===== src/rtl/u2u_pkg.sv =====
// Shared types and helpers for the UTF-8 to UTF-16 transcoder.
// Holds the queue entry format and the surrogate-pair formulas; no dependencies.
package u2u_pkg;

    localparam int PointWidth = 21;
    localparam int UnitWidth  = 16;

    localparam logic [PointWidth-1:0] SuppBase      = 21'h10000;
    localparam logic [UnitWidth-1:0]  HighSurrogate = 16'hD800;
    localparam logic [UnitWidth-1:0]  LowSurrogate  = 16'hDC00;

    localparam logic [1:0] ContTag = 2'b10;

    typedef struct packed {
        logic                  is_error;
        logic                  eos;
        logic [PointWidth-1:0] point;
    } entry_t;

    function automatic logic [UnitWidth-1:0] surr_high(input logic [PointWidth-1:0] cp);
        logic [PointWidth-1:0] v;
        v = cp - SuppBase;
        return UnitWidth'(v >> 10) | HighSurrogate;
    endfunction

    function automatic logic [UnitWidth-1:0] surr_low(input logic [PointWidth-1:0] cp);
        logic [PointWidth-1:0] v;
        v = cp - SuppBase;
        return {6'b0, v[9:0]} | LowSurrogate;
    endfunction

endpackage


===== src/rtl/utf8_to_utf16_transcoder_unit.sv =====
// Top level of the UTF-8 to UTF-16 transcoder.
// Instantiates u2u_front, u2u_queue and u2u_back; uses u2u_pkg.
//
// The block takes one UTF-8 byte per cycle whenever in_stall is low, which is
// the case while the entry queue (QUEUE_DEPTH entries) has room. Each byte
// that completes a code point, raises an error or ends a discarded string puts
// one entry in the queue; the output register drains it as one code unit per
// cycle while out_stall is low, and a supplementary code point leaves as a
// surrogate pair. A result goes through the queue and then the output register.
// Error results carry code_unit zero and mark the string for discard; the
// remaining bytes of that string give no results until its end.
module utf8_to_utf16_transcoder_unit #(
    parameter int QUEUE_DEPTH = 4
) (
    input  logic        clk,
    input  logic        rst_n,
    input  logic        in_valid,
    output logic        in_stall,
    input  logic [7:0]  in_byte,
    input  logic        end_of_string,
    output logic        out_valid,
    input  logic        out_stall,
    output logic [15:0] code_unit,
    output logic        error,
    output logic        last_of_item,
    output logic        last_of_string
);

    logic            queue_full;
    logic            push;
    logic            pop;
    logic            head_valid;
    u2u_pkg::entry_t push_data;
    u2u_pkg::entry_t head;

    u2u_front u_front (
        .clk           (clk),
        .rst_n         (rst_n),
        .in_valid      (in_valid),
        .in_stall      (in_stall),
        .in_byte       (in_byte),
        .end_of_string (end_of_string),
        .queue_full    (queue_full),
        .push          (push),
        .push_data     (push_data)
    );

    u2u_queue #(
        .DEPTH (QUEUE_DEPTH)
    ) u_queue (
        .clk        (clk),
        .rst_n      (rst_n),
        .push       (push),
        .push_data  (push_data),
        .pop        (pop),
        .full       (queue_full),
        .head_valid (head_valid),
        .head       (head)
    );

    u2u_back u_back (
        .clk            (clk),
        .rst_n          (rst_n),
        .head_valid     (head_valid),
        .head           (head),
        .pop            (pop),
        .out_valid      (out_valid),
        .out_stall      (out_stall),
        .code_unit      (code_unit),
        .error          (error),
        .last_of_item   (last_of_item),
        .last_of_string (last_of_string)
    );

endmodule


===== src/rtl/u2u_front.sv =====
// Front end of the transcoder: accepts bytes, tracks sequence state, pushes entries.
// Depends on u2u_pkg for the entry format.
module u2u_front (
    input  logic            clk,
    input  logic            rst_n,
    input  logic            in_valid,
    output logic            in_stall,
    input  logic [7:0]      in_byte,
    input  logic            end_of_string,
    input  logic            queue_full,
    output logic            push,
    output u2u_pkg::entry_t push_data
);

    logic [1:0]                       pending_reg, pending_next;
    logic [u2u_pkg::PointWidth-1:0]   accum_reg, accum_next;
    logic                             discard_reg, discard_next;
    logic                             accept;
    logic                             produce;
    logic                             raise;
    logic [u2u_pkg::PointWidth-1:0]   cont_accum;

    assign in_stall = queue_full;
    assign accept   = in_valid && !queue_full;
    assign push     = accept && produce;
    assign cont_accum = {accum_reg[u2u_pkg::PointWidth-7:0], in_byte[5:0]};

    always_comb
    begin
        pending_next = pending_reg;
        accum_next   = accum_reg;
        discard_next = discard_reg;
        produce      = 1'b0;
        raise        = 1'b0;
        push_data.is_error = 1'b0;
        push_data.eos      = end_of_string;
        push_data.point    = '0;

        if (discard_reg)
        begin
            if (end_of_string)
            begin
                produce = 1'b1;
                push_data.is_error = 1'b1;
                discard_next = 1'b0;
                pending_next = '0;
                accum_next   = '0;
            end
        end
        else if (pending_reg != 2'd0)
        begin
            if (in_byte[7:6] != u2u_pkg::ContTag)
            begin
                raise = 1'b1;
            end
            else if (pending_reg == 2'd1)
            begin
                produce = 1'b1;
                push_data.point = cont_accum;
                pending_next = '0;
                accum_next   = '0;
            end
            else if (end_of_string)
            begin
                raise = 1'b1;
            end
            else
            begin
                pending_next = pending_reg - 2'd1;
                accum_next   = cont_accum;
            end
        end
        else
        begin
            if (!in_byte[7])
            begin
                produce = 1'b1;
                push_data.point = {13'b0, in_byte};
            end
            else if (in_byte[7:6] == u2u_pkg::ContTag || in_byte[7:3] == 5'b11111)
            begin
                raise = 1'b1;
            end
            else if (end_of_string)
            begin
                raise = 1'b1;
            end
            else if (!in_byte[5])
            begin
                pending_next = 2'd1;
                accum_next   = {16'b0, in_byte[4:0]};
            end
            else if (!in_byte[4])
            begin
                pending_next = 2'd2;
                accum_next   = {17'b0, in_byte[3:0]};
            end
            else
            begin
                pending_next = 2'd3;
                accum_next   = {18'b0, in_byte[2:0]};
            end
        end

        if (raise)
        begin
            produce = 1'b1;
            push_data.is_error = 1'b1;
            push_data.point    = '0;
            pending_next = '0;
            accum_next   = '0;
            discard_next = !end_of_string;
        end
    end

    always_ff @(posedge clk or negedge rst_n)
    begin
        if (!rst_n)
        begin
            pending_reg <= '0;
            accum_reg   <= '0;
            discard_reg <= 1'b0;
        end
        else if (accept)
        begin
            pending_reg <= pending_next;
            accum_reg   <= accum_next;
            discard_reg <= discard_next;
        end
    end

endmodule


===== src/rtl/u2u_queue.sv =====
// Short entry queue between the front end and the unit emitter.
// Depends on u2u_pkg for the entry format.
module u2u_queue #(
    parameter int DEPTH = 4
) (
    input  logic            clk,
    input  logic            rst_n,
    input  logic            push,
    input  u2u_pkg::entry_t push_data,
    input  logic            pop,
    output logic            full,
    output logic            head_valid,
    output u2u_pkg::entry_t head
);

    localparam int IW = (DEPTH > 1) ? $clog2(DEPTH) : 1;
    localparam int CW = $clog2(DEPTH + 1);

    u2u_pkg::entry_t slot_reg [DEPTH];
    logic [IW-1:0]   wr_ptr_reg, rd_ptr_reg;
    logic [CW-1:0]   count_reg;
    logic            do_push, do_pop;

    assign full       = (count_reg == CW'(DEPTH));
    assign head_valid = (count_reg != '0);
    assign head       = slot_reg[rd_ptr_reg];
    assign do_push    = push && !full;
    assign do_pop     = pop && head_valid;

    function automatic logic [IW-1:0] wrap_inc(input logic [IW-1:0] p);
        return (p == IW'(DEPTH - 1)) ? '0 : p + 1'b1;
    endfunction

    always_ff @(posedge clk)
    begin
        if (do_push)
        begin
            slot_reg[wr_ptr_reg] <= push_data;
        end
    end

    always_ff @(posedge clk or negedge rst_n)
    begin
        if (!rst_n)
        begin
            wr_ptr_reg <= '0;
            rd_ptr_reg <= '0;
            count_reg  <= '0;
        end
        else
        begin
            if (do_push)
            begin
                wr_ptr_reg <= wrap_inc(wr_ptr_reg);
            end
            if (do_pop)
            begin
                rd_ptr_reg <= wrap_inc(rd_ptr_reg);
            end
            if (do_push && !do_pop)
            begin
                count_reg <= count_reg + 1'b1;
            end
            else if (do_pop && !do_push)
            begin
                count_reg <= count_reg - 1'b1;
            end
        end
    end

endmodule


===== src/rtl/u2u_back.sv =====
// Back end of the transcoder: turns queue entries into UTF-16 code units.
// Depends on u2u_pkg for the entry format and surrogate helpers.
module u2u_back (
    input  logic                             clk,
    input  logic                             rst_n,
    input  logic                             head_valid,
    input  u2u_pkg::entry_t                  head,
    output logic                             pop,
    output logic                             out_valid,
    input  logic                             out_stall,
    output logic [u2u_pkg::UnitWidth-1:0]    code_unit,
    output logic                             error,
    output logic                             last_of_item,
    output logic                             last_of_string
);

    logic                          valid_reg;
    logic                          phase_reg, phase_next;
    logic [u2u_pkg::UnitWidth-1:0] unit_reg, unit_next;
    logic                          err_reg, err_next;
    logic                          item_reg, item_next;
    logic                          str_reg, str_next;
    logic                          load;
    logic                          big;

    assign load = !valid_reg || !out_stall;
    assign big  = |head.point[u2u_pkg::PointWidth-1:16];

    always_comb
    begin
        phase_next = phase_reg;
        unit_next  = head.point[u2u_pkg::UnitWidth-1:0];
        err_next   = 1'b0;
        item_next  = 1'b1;
        str_next   = head.eos;
        pop        = 1'b0;
        if (head.is_error)
        begin
            unit_next = '0;
            err_next  = 1'b1;
            pop       = load && head_valid;
        end
        else if (big && !phase_reg)
        begin
            unit_next  = u2u_pkg::surr_high(head.point);
            item_next  = 1'b0;
            str_next   = 1'b0;
            phase_next = 1'b1;
        end
        else if (big)
        begin
            unit_next  = u2u_pkg::surr_low(head.point);
            phase_next = 1'b0;
            pop        = load && head_valid;
        end
        else
        begin
            pop = load && head_valid;
        end
    end

    always_ff @(posedge clk or negedge rst_n)
    begin
        if (!rst_n)
        begin
            valid_reg <= 1'b0;
            phase_reg <= 1'b0;
        end
        else if (load)
        begin
            valid_reg <= head_valid;
            if (head_valid)
            begin
                phase_reg <= phase_next;
            end
        end
    end

    always_ff @(posedge clk)
    begin
        if (load && head_valid)
        begin
            unit_reg <= unit_next;
            err_reg  <= err_next;
            item_reg <= item_next;
            str_reg  <= str_next;
        end
    end

    assign out_valid      = valid_reg;
    assign code_unit      = unit_reg;
    assign error          = err_reg;
    assign last_of_item   = item_reg;
    assign last_of_string = str_reg;

endmodule


===== config.mk =====
export PLATFORM = sky130hd
export DESIGN_NAME = utf8_to_utf16_transcoder_unit
export DESIGN_NICKNAME = d
export VERILOG_FILES = /design/src/rtl/u2u_pkg.sv /design/src/rtl/utf8_to_utf16_transcoder_unit.sv /design/src/rtl/u2u_front.sv /design/src/rtl/u2u_queue.sv /design/src/rtl/u2u_back.sv
export SDC_FILE = /design/constraint.sdc
export NUM_CORES = 1
export LEC_CHECK = 0
export ABC_AREA = 1
export BUFFER_PORTS_ARGS = -buffer_cell sky130_fd_sc_hd__buf_2
export CAP_MARGIN = 10
export CORE_MARGIN = 8
export CORE_UTILIZATION = 46
export DETAILED_ROUTE_END_ITERATION = 6
export GPL_ROUTABILITY_DRIVEN = 0
export GPL_TIMING_DRIVEN = 0
export PLACE_DENSITY = 0.66
export SLEW_MARGIN = 20
export SYNTH_ARGS = -nofsm -noshare
export SYNTH_HDL_FRONTEND = slang
export SYNTH_HIERARCHICAL = 1
export SYNTH_SLANG_ARGS = --single-unit
export TNS_END_PERCENT = 5

===== constraint.sdc =====
create_clock -name clk -period 6.55 [get_ports clk]
set_clock_uncertainty 0.2 [all_clocks]
set_input_delay 0.655 -clock clk [delete_from_list [all_inputs] [get_ports clk]]
set_output_delay 0.655 -clock clk [all_outputs]
set_load 0.01 [all_outputs]

==> flow_metrics.py <==
metrics = {
    "run_status": {
        "outcome": "finished clean",
    },
    "power_and_ir_drop": {
        "vdd_drop_max_mv": 0.227,
        "p_per_area_nw_per_um2": 500,
        "leakagePower_nw": 3.36,
    },
    "synth": {
        "synth_top_family_by_area": "simple AND/OR/NAND/NOR gates",
        "postSynthAreaPerCell_um2": 10.5,
        "synth-xor-area-share_pct": 0.261,
        "synth_cells": 637,
        "synth-edff-count": 111,
        "syn-num-nets": 660,
        "synth.area.top_cells": "edfxtp_1, dfrtp_1, nand2_1, inv_1, o211ai_2",
        "yosys.area_share.simple_pct": 19.7,
        "synth_top_area_cell": "edfxtp_1",
        "seq_area_frac_synth_pct": 59.8,
        "yosysMostFrequentCell": "nand2_1",
        "async_reset_ff_share_pct": 19.6,
        "yosysTopAreaCellShare_pct": 49.7,
        "yosysWarnings": 6,
        "synth_cell_types": 37,
        "synthAdderAreaFrac_pct": 1.98,
        "synthesis.area_um2": 6700,
        "synthMuxAreaShare_pct": 0,
        "synth_seq_cells": 138,
        "synth_compound_area_share_pct": 9.01,
        "synth_common_cells": "nand2_1, edfxtp_1, inv_1",
        "synthFlopType": "edfxtp_1",
    },
    "floorplan": {
        "initial_core_util_pct": 46.7,
        "die_area_um2": 18700,
        "rows": 44,
        "ios": 34,
        "dieHeight_um": 137,
        "die_x_um": 137,
        "fp.coreArea_um2": 14400,
    },
    "grt": {
        "track_usage_pct": 16.2,
        "grt_first_pass_wirelength_um": 23000,
        "antenna_found_initial": 0,
        "grt_max_degree": 28,
        "grt_pass1_vias": 4542,
        "grt_overflow": 0,
    },
    "setup_path": {
        "cp-end-kind": "register",
        "critPathLaunchType": "register",
        "crit_type": "reg -> reg",
        "cp.required_ps": 6650,
        "r2r_slack_ps": 3050,
        "r2r-start": "u_front/pending_reg[0]",
        "arrival_ps": 3600,
        "cp_max_fo": 10,
        "ff2ff_path_depth": 16,
        "r2r_end": "u_queue/count_reg[1]",
    },
    "place": {
        "port-buffer-count": 33,
        "post-place-cells": 855,
        "dp_hpwl_um": 9800,
        "place_ws_ps": 3030,
    },
    "clocking": {
        "cts_max_level": 4,
        "cts-root-buf": "clkbuf_16",
        "cts-resized-gates": 0,
        "tritoncts.num_buffers": 17,
        "cts_hold_buf": 0,
        "clkSlewWorstSetupHoldPaths_ps": 60,
        "cts_num_sinks": 138,
        "post_cts_buffers": 0,
        "clk_latency_ps": 420,
        "cts_buffer_depth": 2,
        "tritoncts": "yes",
    },
    "sta": {
        "drv_slew": 0,
        "holdWs_ps": 77.5,
        "totalNegativeSetupSlack_ps": 0,
        "max_slew.worst_pin.slew_ps": 796,
        "period_minus_slack_ps": 3500,
        "setup_slack_ps": 3050,
        "fmax_mhz": 285,
        "relSlewSlack_pct": 46.8,
        "setup_viol": 0,
        "post-route-period-util_pct": 53.5,
        "hold_violations": 0,
        "rsz0062_at_grt": "no",
    },
    "route": {
        "wl_um": 14000,
        "antenna_violating_nets_post_route": 0,
        "wire_per_inst_um": 15.7,
        "drt-vias-per-instance": 5.07,
        "vias": 4500,
        "initialDrtViolationCount": 296,
        "drc": 0,
        "drt_first_pass_iters": 4,
    },
    "cells_and_area": {
        "syn_to_final_growth_pct": 15.6,
        "final_cells": 887,
        "n_antenna_cell": 0,
        "fin_util_pct": 53.9,
        "seq_area_um2": 4010,
        "fillers": 1211,
        "finalNetCount": 713,
        "multi_input_comb_area_um2": 2110,
        "largest_reg_flops": 92,
        "final_layout_size_suffix_gt1_share_pct": 22.0,
    },
    "run": {
        "drv_cap": 0,
    },
    "worst_hold_path": {
        "hold_path_class": "in -> async",
    },
}
-- cells by family after synthesis --
kind of cell | count (synthesis)
flops | 138
simple gates | 288
compound gates | 73
xor+xnor | 2
buf+inv | 126
fa+ha+maj | 10
-- worst max-delay path by stage --
stage | from | endpoint | slack [ps] | cells after the start
floorplan | in_byte[6] | u_queue/slot_reg[3][0] | 3450 | 11
global placement | in_byte[6] | u_queue/slot_reg[0][9] | 2380 | 12
detailed placement | in_byte[7] | u_queue/count_reg[1] | 3030 | 16
CTS | u_front/pending_reg[0] | u_queue/count_reg[1] | 3050 | 16
global route | u_front/pending_reg[0] | u_queue/count_reg[1] | 2810 | 16
finish | u_front/pending_reg[0] | u_queue/count_reg[1] | 3050 | 16
-- per-layer routing --
metal  up-vias  track usage (%)  share of wire (%)
met3        29             4.77                6.4
met2       126             26.3                 47
met4         0             7.93                3.2
met5         -                0                  0
li1       2204                -                  -
met1      2141             19.5                 43
-- per-stage QoR --
stage / cell area, µm² / power [mW]
2_1_floorplan: 6700 / 2.46
3_3_place_gp: 7100 / 2.86
3_5_place_dp: 7140 / 2.92
4_1_cts: 7750 / 3.90
5_1_grt: 7750 / 4.13
6_report: 7750 / 3.88
-- placed cells by master (no fill, tap or decap), drive strengths merged, types with 16 or more instances in the layout --
master  netlist  final
o211ai       46     46
nand2       181    181
inv          96     96
clkbuf        1     18
buf          28     62
o21ai        16     16
nor2         66     66
nand3        30     30
edfxtp      111    111
dfrtp        27     27
-- critical path: stages, from the launching register on --
cell,delay [ps]
dfrtp_1,370
inv_1,70
ha_1,220
buf_4,180
nor2_4,210
nor2_1,90
nand2_1,200
inv_1,70
o21bai_1,230
inv_1,100
nand2_1,370
inv_1,160
ha_1,240
inv_1,100
fa_1,420
nand2_1,70
o21ai_0,70
-- report_power, final --
group          switching [mW]  internal, mW  total [mW]  leakage, nW
logic                    1.05         0.525        1.57         1.66
clock network           0.347         0.628       0.975        0.289
registers              0.0883          1.24        1.33         1.41
total                    1.48          2.39        3.88         3.36
-- cell type report --
class | instances | area share [%]
Tap cell | 184 | 2.97
Buffer | 29 | 3.16
Timing Repair Buffer | 34 | 2.28
Clock inverter | 15 | 2.34
Sequential cell | 138 | 51.7
Inverter | 97 | 4.83
Multi-Input combinational cell | 373 | 27.2
Clock buffer | 17 | 5.49
Note: power is estimated with default switching activity, not from simulation.
